--- src/design/idq_pkg.sv ---
package idq_pkg;

  localparam int CAPACITY_DEF = 64;

  localparam logic [2:0] ACT_SET        = 3'd0;
  localparam logic [2:0] ACT_GET        = 3'd1;
  localparam logic [2:0] ACT_PUSH_BACK  = 3'd2;
  localparam logic [2:0] ACT_PUSH_FRONT = 3'd3;
  localparam logic [2:0] ACT_POP_BACK   = 3'd4;
  localparam logic [2:0] ACT_POP_FRONT  = 3'd5;

  localparam logic [1:0] ST_OK    = 2'd0;
  localparam logic [1:0] ST_FULL  = 2'd1;
  localparam logic [1:0] ST_EMPTY = 2'd2;

  typedef struct packed {
    logic [2:0]  action;
    logic [5:0]  position;
    logic [63:0] word_in;
  } in_item_t;

  typedef struct packed {
    logic [63:0] word_out;
    logic [6:0]  length;
    logic [1:0]  status;
  } out_item_t;

endpackage

--- src/design/idq_store.sv ---
module idq_store
  import idq_pkg::*;
#(
  parameter int CAPACITY = CAPACITY_DEF,
  localparam int AW = $clog2(CAPACITY)
) (
  input  logic          clk,
  input  logic          rst_n,
  input  logic          wr_en,
  input  logic [AW-1:0] wr_addr,
  input  logic [63:0]   wr_data,
  input  logic          rd_en,
  input  logic [AW-1:0] rd_addr,
  output logic [63:0]   rd_data,
  output logic          clr_busy
);

  localparam logic [AW-1:0] LAST_IDX = AW'(CAPACITY - 1);

  logic [63:0]   mem [CAPACITY];
  logic [63:0]   rd_data_r;
  logic          clr_busy_r;
  logic [AW-1:0] clr_idx_r;
  logic          we;
  logic [AW-1:0] wa;
  logic [63:0]   wd;

  assign we = clr_busy_r || wr_en;
  assign wa = clr_busy_r ? clr_idx_r : wr_addr;
  assign wd = clr_busy_r ? 64'd0 : wr_data;

  // sweep zeros through the store after reset
  always_ff @(posedge clk) begin
    if (!rst_n) begin
      clr_busy_r <= 1'b1;
      clr_idx_r  <= '0;
    end else if (clr_busy_r) begin
      clr_idx_r <= clr_idx_r + AW'(1);
      if (clr_idx_r == LAST_IDX) begin
        clr_busy_r <= 1'b0;
      end
    end
  end

  always_ff @(posedge clk) begin
    if (we) begin
      mem[wa] <= wd;
    end
    if (rd_en) begin
      rd_data_r <= mem[rd_addr];
    end
  end

  assign rd_data  = rd_data_r;
  assign clr_busy = clr_busy_r;

endmodule

--- config.mk ---
export PLATFORM = sky130hd
export DESIGN_NAME = idq_store
export DESIGN_NICKNAME = d
export VERILOG_FILES = /design/src/design/idq_pkg.sv /design/src/design/idq_store.sv
export SDC_FILE = /design/constraint.sdc
export NUM_CORES = 2
export LEC_CHECK = 0
export BUFFER_PORTS_ARGS = -buffer_cell sky130_fd_sc_hd__buf_2
export CAP_MARGIN = 40
export CELL_PAD_IN_SITES_DETAIL_PLACEMENT = 0
export CELL_PAD_IN_SITES_GLOBAL_PLACEMENT = 2
export CORE_UTILIZATION = 35
export CTS_CLUSTER_DIAMETER = 40
export DETAILED_ROUTE_END_ITERATION = 7
export PLACE_DENSITY = 0.54
export SYNTH_ARGS = -nofsm -noshare
export SYNTH_HDL_FRONTEND = slang
export SYNTH_SLANG_ARGS = --single-unit
export TNS_END_PERCENT = 1
--- constraint.sdc ---
create_clock -name clk -period 4.9 [get_ports clk]
set_input_delay 0.735 -clock clk [delete_from_list [all_inputs] [get_ports clk]]
set_output_delay 0.735 -clock clk [all_outputs]
set_load 0.03 [all_outputs]
Word level (Yosys, flattened, before mapping)
Memory sizes are Yosys's and may differ from the RTL's. A register that Yosys moved wholly into a read port is not among the register bits.
Cells that the tools add are included.

operators by class
  reductions and logical operators = 1
  $add $sub $neg = 1
  equality and inequality tests = 1
  mux-type cells = 6

operators by type and width
  cell                   number
  $mux W64               1
  $add A6 B1 Y6 const B  1
  $eq A6 B6 Y1 const B   1
  $mux W6                1
  $mux W1                4
  $logic_or A1 B1 Y1     1

word-level totals
  memories = 1
  output and inout port bits = 65
  memory bits (writable) = 4,096
  bits in registers = 7

memory list
  memory  depth  width  read ports  clocked after Yosys merged registers in  write ports  line             source
  mem     64     64     1           1                                        1            idq_store.sv:20  logic [63:0] mem [CAPACITY];

Depth between registers and ports, before layout
  word-level depth = 3
  gate-level depth with buffers = 9

Worst setup path after synthesis
OpenSTA, ideal clock, no wires.

  path kind = flip-flop to flip-flop
  from = reg clr_busy_r, in the netlist clr_busy
  to = mem mem[54][0], enable pin
  arrival time = 4.195 ns
  clock period less this slack = 4.682 ns
  slack = 0.218 ns
  buffers on the path = 2
  stages on the path, launching flop included = 7
  required time = 4.413 ns
  cells stage by stage = dfxtp_1 > clkbuf_1 > clkbuf_1 > nand3_1 > a21oi_1 > nand2_1 > nor2_1

on the way
  cells in the longest elaborated chain, start to end = 3
  elaborated cells on any way between the ends = 4

ends and longest elaborated chain
  element                        line             source
  start, declared                idq_store.sv:22  logic clr_busy_r;
  start signal, assigned         idq_store.sv:35  clr_busy_r <= 1'b1;
  start signal, assigned         idq_store.sv:40  clr_busy_r <= 1'b0;
  $logic_or A1 B1 Y1             idq_store.sv:28  assign we = clr_busy_r || wr_en;
  $mux W1                        idq_store.sv:46  if (we) begin
  $mux W1 (not written as such)  idq_store.sv:47  mem[wa] <= wd;
  end, declared                  idq_store.sv:20

Parallel ways exist; a longest one is shown, timed or not.

Worst setup path in the final report
  from = reg clr_busy_r, in the netlist clr_busy
  to = mem mem[6][61], enable pin

Same word-level chain as after synthesis.

==> flow_summary.json <==
{
  "end_kind": "register",
  "first_global_vias": 80508,
  "power_mw": 85.4,
  "cp_max_fo": 31,
  "skew_ns": 0.0418,
  "die_y_um": 672,
  "hpwl_um": 290000,
  "pwr_density_cell_nw_per_um2": 449,
  "yosys.area_share.simple_pct": 1.32,
  "critical_path_class": "register to register",
  "max_slew_margin_pct": 30.6,
  "synthTopCellsByCount": "edfxtp_1 (4,160), mux4_2 (1,020), o22ai_1 (336)",
  "fillCellCount": 38480,
  "timing.final.hold_violations": 0,
  "core_area_um2": 446000,
  "synth_nets": 6735,
  "synth_edf_count": 4160,
  "htreeDepth": 6,
  "yosys-top-cells-area": "edfxtp_1 (79%), mux4_2 (15%), o22ai_1 (1.3%), mux2i_1 (0.50%), buf_4 (0.39%)",
  "vias": 78211,
  "synthFlopType": "edfxtp_1",
  "worst-r2r-cell-count": 5,
  "synth_warnings": 0,
  "antenna_found_initial": 36,
  "max_cap_violations": 0,
  "ir_drop_mv": 0.336,
  "via_per_inst": 5.63,
  "clk_path_buf_depth": 4,
  "fin_nets": 7554,
  "drtPass1Iterations": 5,
  "cp-startpoint": "clr_busy$_SDFF_PN1_",
  "worstHoldPathCells": 2,
  "cts_tree": "built",
  "place_congestion": 0.760,
  "cp.arrival_ns": 4.64,
  "drive_gt1_share_pct": 34.3,
  "hold_path_class": "primary input to register",
  "postCtsSetupRepairBufs": 0,
  "portBuffers": 144,
  "rsz0062_at_grt": "no",
  "hp-start": "wr_data[10]",
  "wire_per_inst_um": 36.3,
  "syn_area_um2": 157000,
  "syn_avg_cell_area_um2": 23.6,
  "p_leak_nw": 61.1,
  "cp.required_ns": 5.60,
  "period_share_pct": 80.6,
  "fin_crit_ns": 3.95,
  "clkSlewWorstSetupHoldPaths_ns": 0.06,
  "post-route-drc-count": 0,
  "finalSetupViolations": 0,
  "die_x_um": 672,
  "grt_use_total_pct": 22.1,
  "tightestPinTransition_ns": 1.03,
  "synth_top_family_by_area": "multiplexers",
  "rows": 245,
  "synth_compound_area_share_pct": 2.50,
  "grt-ovfl-total": 0,
  "insertion_delay_ns": 1.04,
  "synth_top_cell_by_area": "edfxtp_1",
  "syn_inst": 6654,
  "timing.rr.start": "clr_busy$_SDFF_PN1_",
  "outcome": "completed",
  "synthMuxAreaShare_pct": 15.2,
  "synth.top_cell.area_share_pct": 79.5,
  "synth-xor-area-share_pct": 0.0279,
  "initial_core_util_pct": 35.2,
  "clock-root-buffer": "clkbuf_16",
  "die_area_um2": 452000,
  "routed_wl_um": 504000,
  "synth_most_common_cell": "edfxtp_1",
  "cp-start-kind": "register",
  "grt_pass1_wl_um": 685000,
  "syn2layout_area_growth_pct": 21.1,
  "ios": 145,
  "cpMaxStageDelayCell": "nor2_4",
  "clock.fmax_ghz": 0.253,
  "crit_chain": "inv_1, o31ai_1, nand2_1, nor2_4, buf_12",
  "antenna_left": 0,
  "slew_viol_final": 0,
  "synth-seq-cells": 4167,
  "async_reset_ff_share_pct": 0,
  "cts_buffers": 582,
  "setup-tns-final_ns": 0,
  "synth_fa_ha_area_share_pct": 0.00796,
  "ys_types": 50,
  "grt_max_degree": 96,
  "drt_iter0_markers": 9262,
  "worst_path_largest_cell_delay_ns": 0.91,
  "cts_sinks": 4167,
  "yosysSeqAreaShare_pct": 79.6
}
[sequential cells by signal (all words and copies together), names as in the netlist]
signal / cells
mem: 4096
rd_data: 64
clr_idx_r: 6
clr_busy: 1
[through the flow]
stage / util, % / setup WS [ns] / cell area (um2) / std cells / hold slack, ns
after global routing: 42.7 / 1.04 / 190000 / 13875 / 0.0705
after global placement: 38.0 / 0.673 / 170000 / 12771 / 0.585
after CTS: 42.7 / 1.19 / 190000 / 13871 / 0.0214
final: 42.7 / 0.952 / 190000 / 13880 / 0.115
after floorplan: - / 0.218 / 157000 / 6654 / 0.524
after detailed placement: 38.2 / 1.10 / 170000 / 12814 / 0.592
[timing repair]
item	in CTS	in global routing
setup endpoints to repair	0	0
hold buffers	1	0
gates resized for setup	0	0
hold endpoints to repair	7	0
[layout by cell type, fill, tap and decap left out, drive strengths merged, types with 10 or more instances in the layout]
master	netlist	layout
buf	241	601
o22a	57	57
mux2	19	19
o221ai	15	15
nor2b	80	80
nor3	50	50
nor2	122	122
o22ai	336	336
edfxtp	4160	4160
nor4	58	58
and2	10	10
nand3	15	15
mux4	1020	1020
a21oi	16	16
clkinv	0	205
clkbuf	134	658
nand2	28	28
mux2i	78	78
clkinvlp	0	55
inv	2	59
bufinv	0	81
o21ai	53	53
a211oi	57	57
a22oi	31	31
nand2b	14	14
[final timing paths]
kind / to / slack (ns)
max: mem[6][61]$_DFFE_PP_ / 0.95
min: mem[52][10]$_DFFE_PP_ / 0.12
max reg2reg: mem[6][61]$_DFFE_PP_ / 0.95
min reg2reg: clr_busy$_SDFF_PN1_ / 0.61
[per-layer routing]
metal / GRT usage, % / vias to the layer above / wire (um)
li1: - / 30724 / -
met1: 31.6 / 43709 / 218000
met2: 35.2 / 3181 / 238000
met3: 4.19 / 589 / 37900
met4: 4.70 / 8 / 9970
met5: 0 / - / 47
[where the power goes]
| part | switching, mW | leakage, nW | internal (mW) | total, mW |
|---|---|---|---|---|
| Combinational | 1.91 | 12.7 | 1.34 | 3.25 |
| Clock | 16.0 | 9.66 | 27.0 | 43.1 |
| Sequential | 0.163 | 38.8 | 38.9 | 39.1 |
[cell families (layout without fill, tap and decap cells)]
| group | count (synthesis) | count (layout) |
|---|---|---|
| compound gates | 586 | 586 |
| other cells | 0 | 7 |
| xor+xnor | 5 | 5 |
| buf+inv | 377 | 1668 |
| simple gates | 401 | 401 |
| flops | 4167 | 4167 |
| mux | 1117 | 1117 |
| fa+ha+maj | 1 | 1 |
[area by class of cell]
type,count,area (um2),share of cell area (%)
Inverter,2,7.51,0.00394
Clock buffer,658,15400,8.11
Tap cell,5928,7420,3.90
Multi-Input combinational cell,2110,31100,16.3
Clock inverter,398,4550,2.39
Antenna cell,7,17.5,0.00920
Sequential cell,4167,125000,65.7
Timing Repair Buffer,610,6850,3.60
[critical path: cells and delay by family, from the launching register on]
family                 cells  cell delay, ns
buffers and inverters      2            0.40
flip-flops                 1            0.59
AND/OR/NAND/NOR            2            1.66
AO/OA/AOI/OAI              1            0.87
Power figures use the tool's default switching activity.
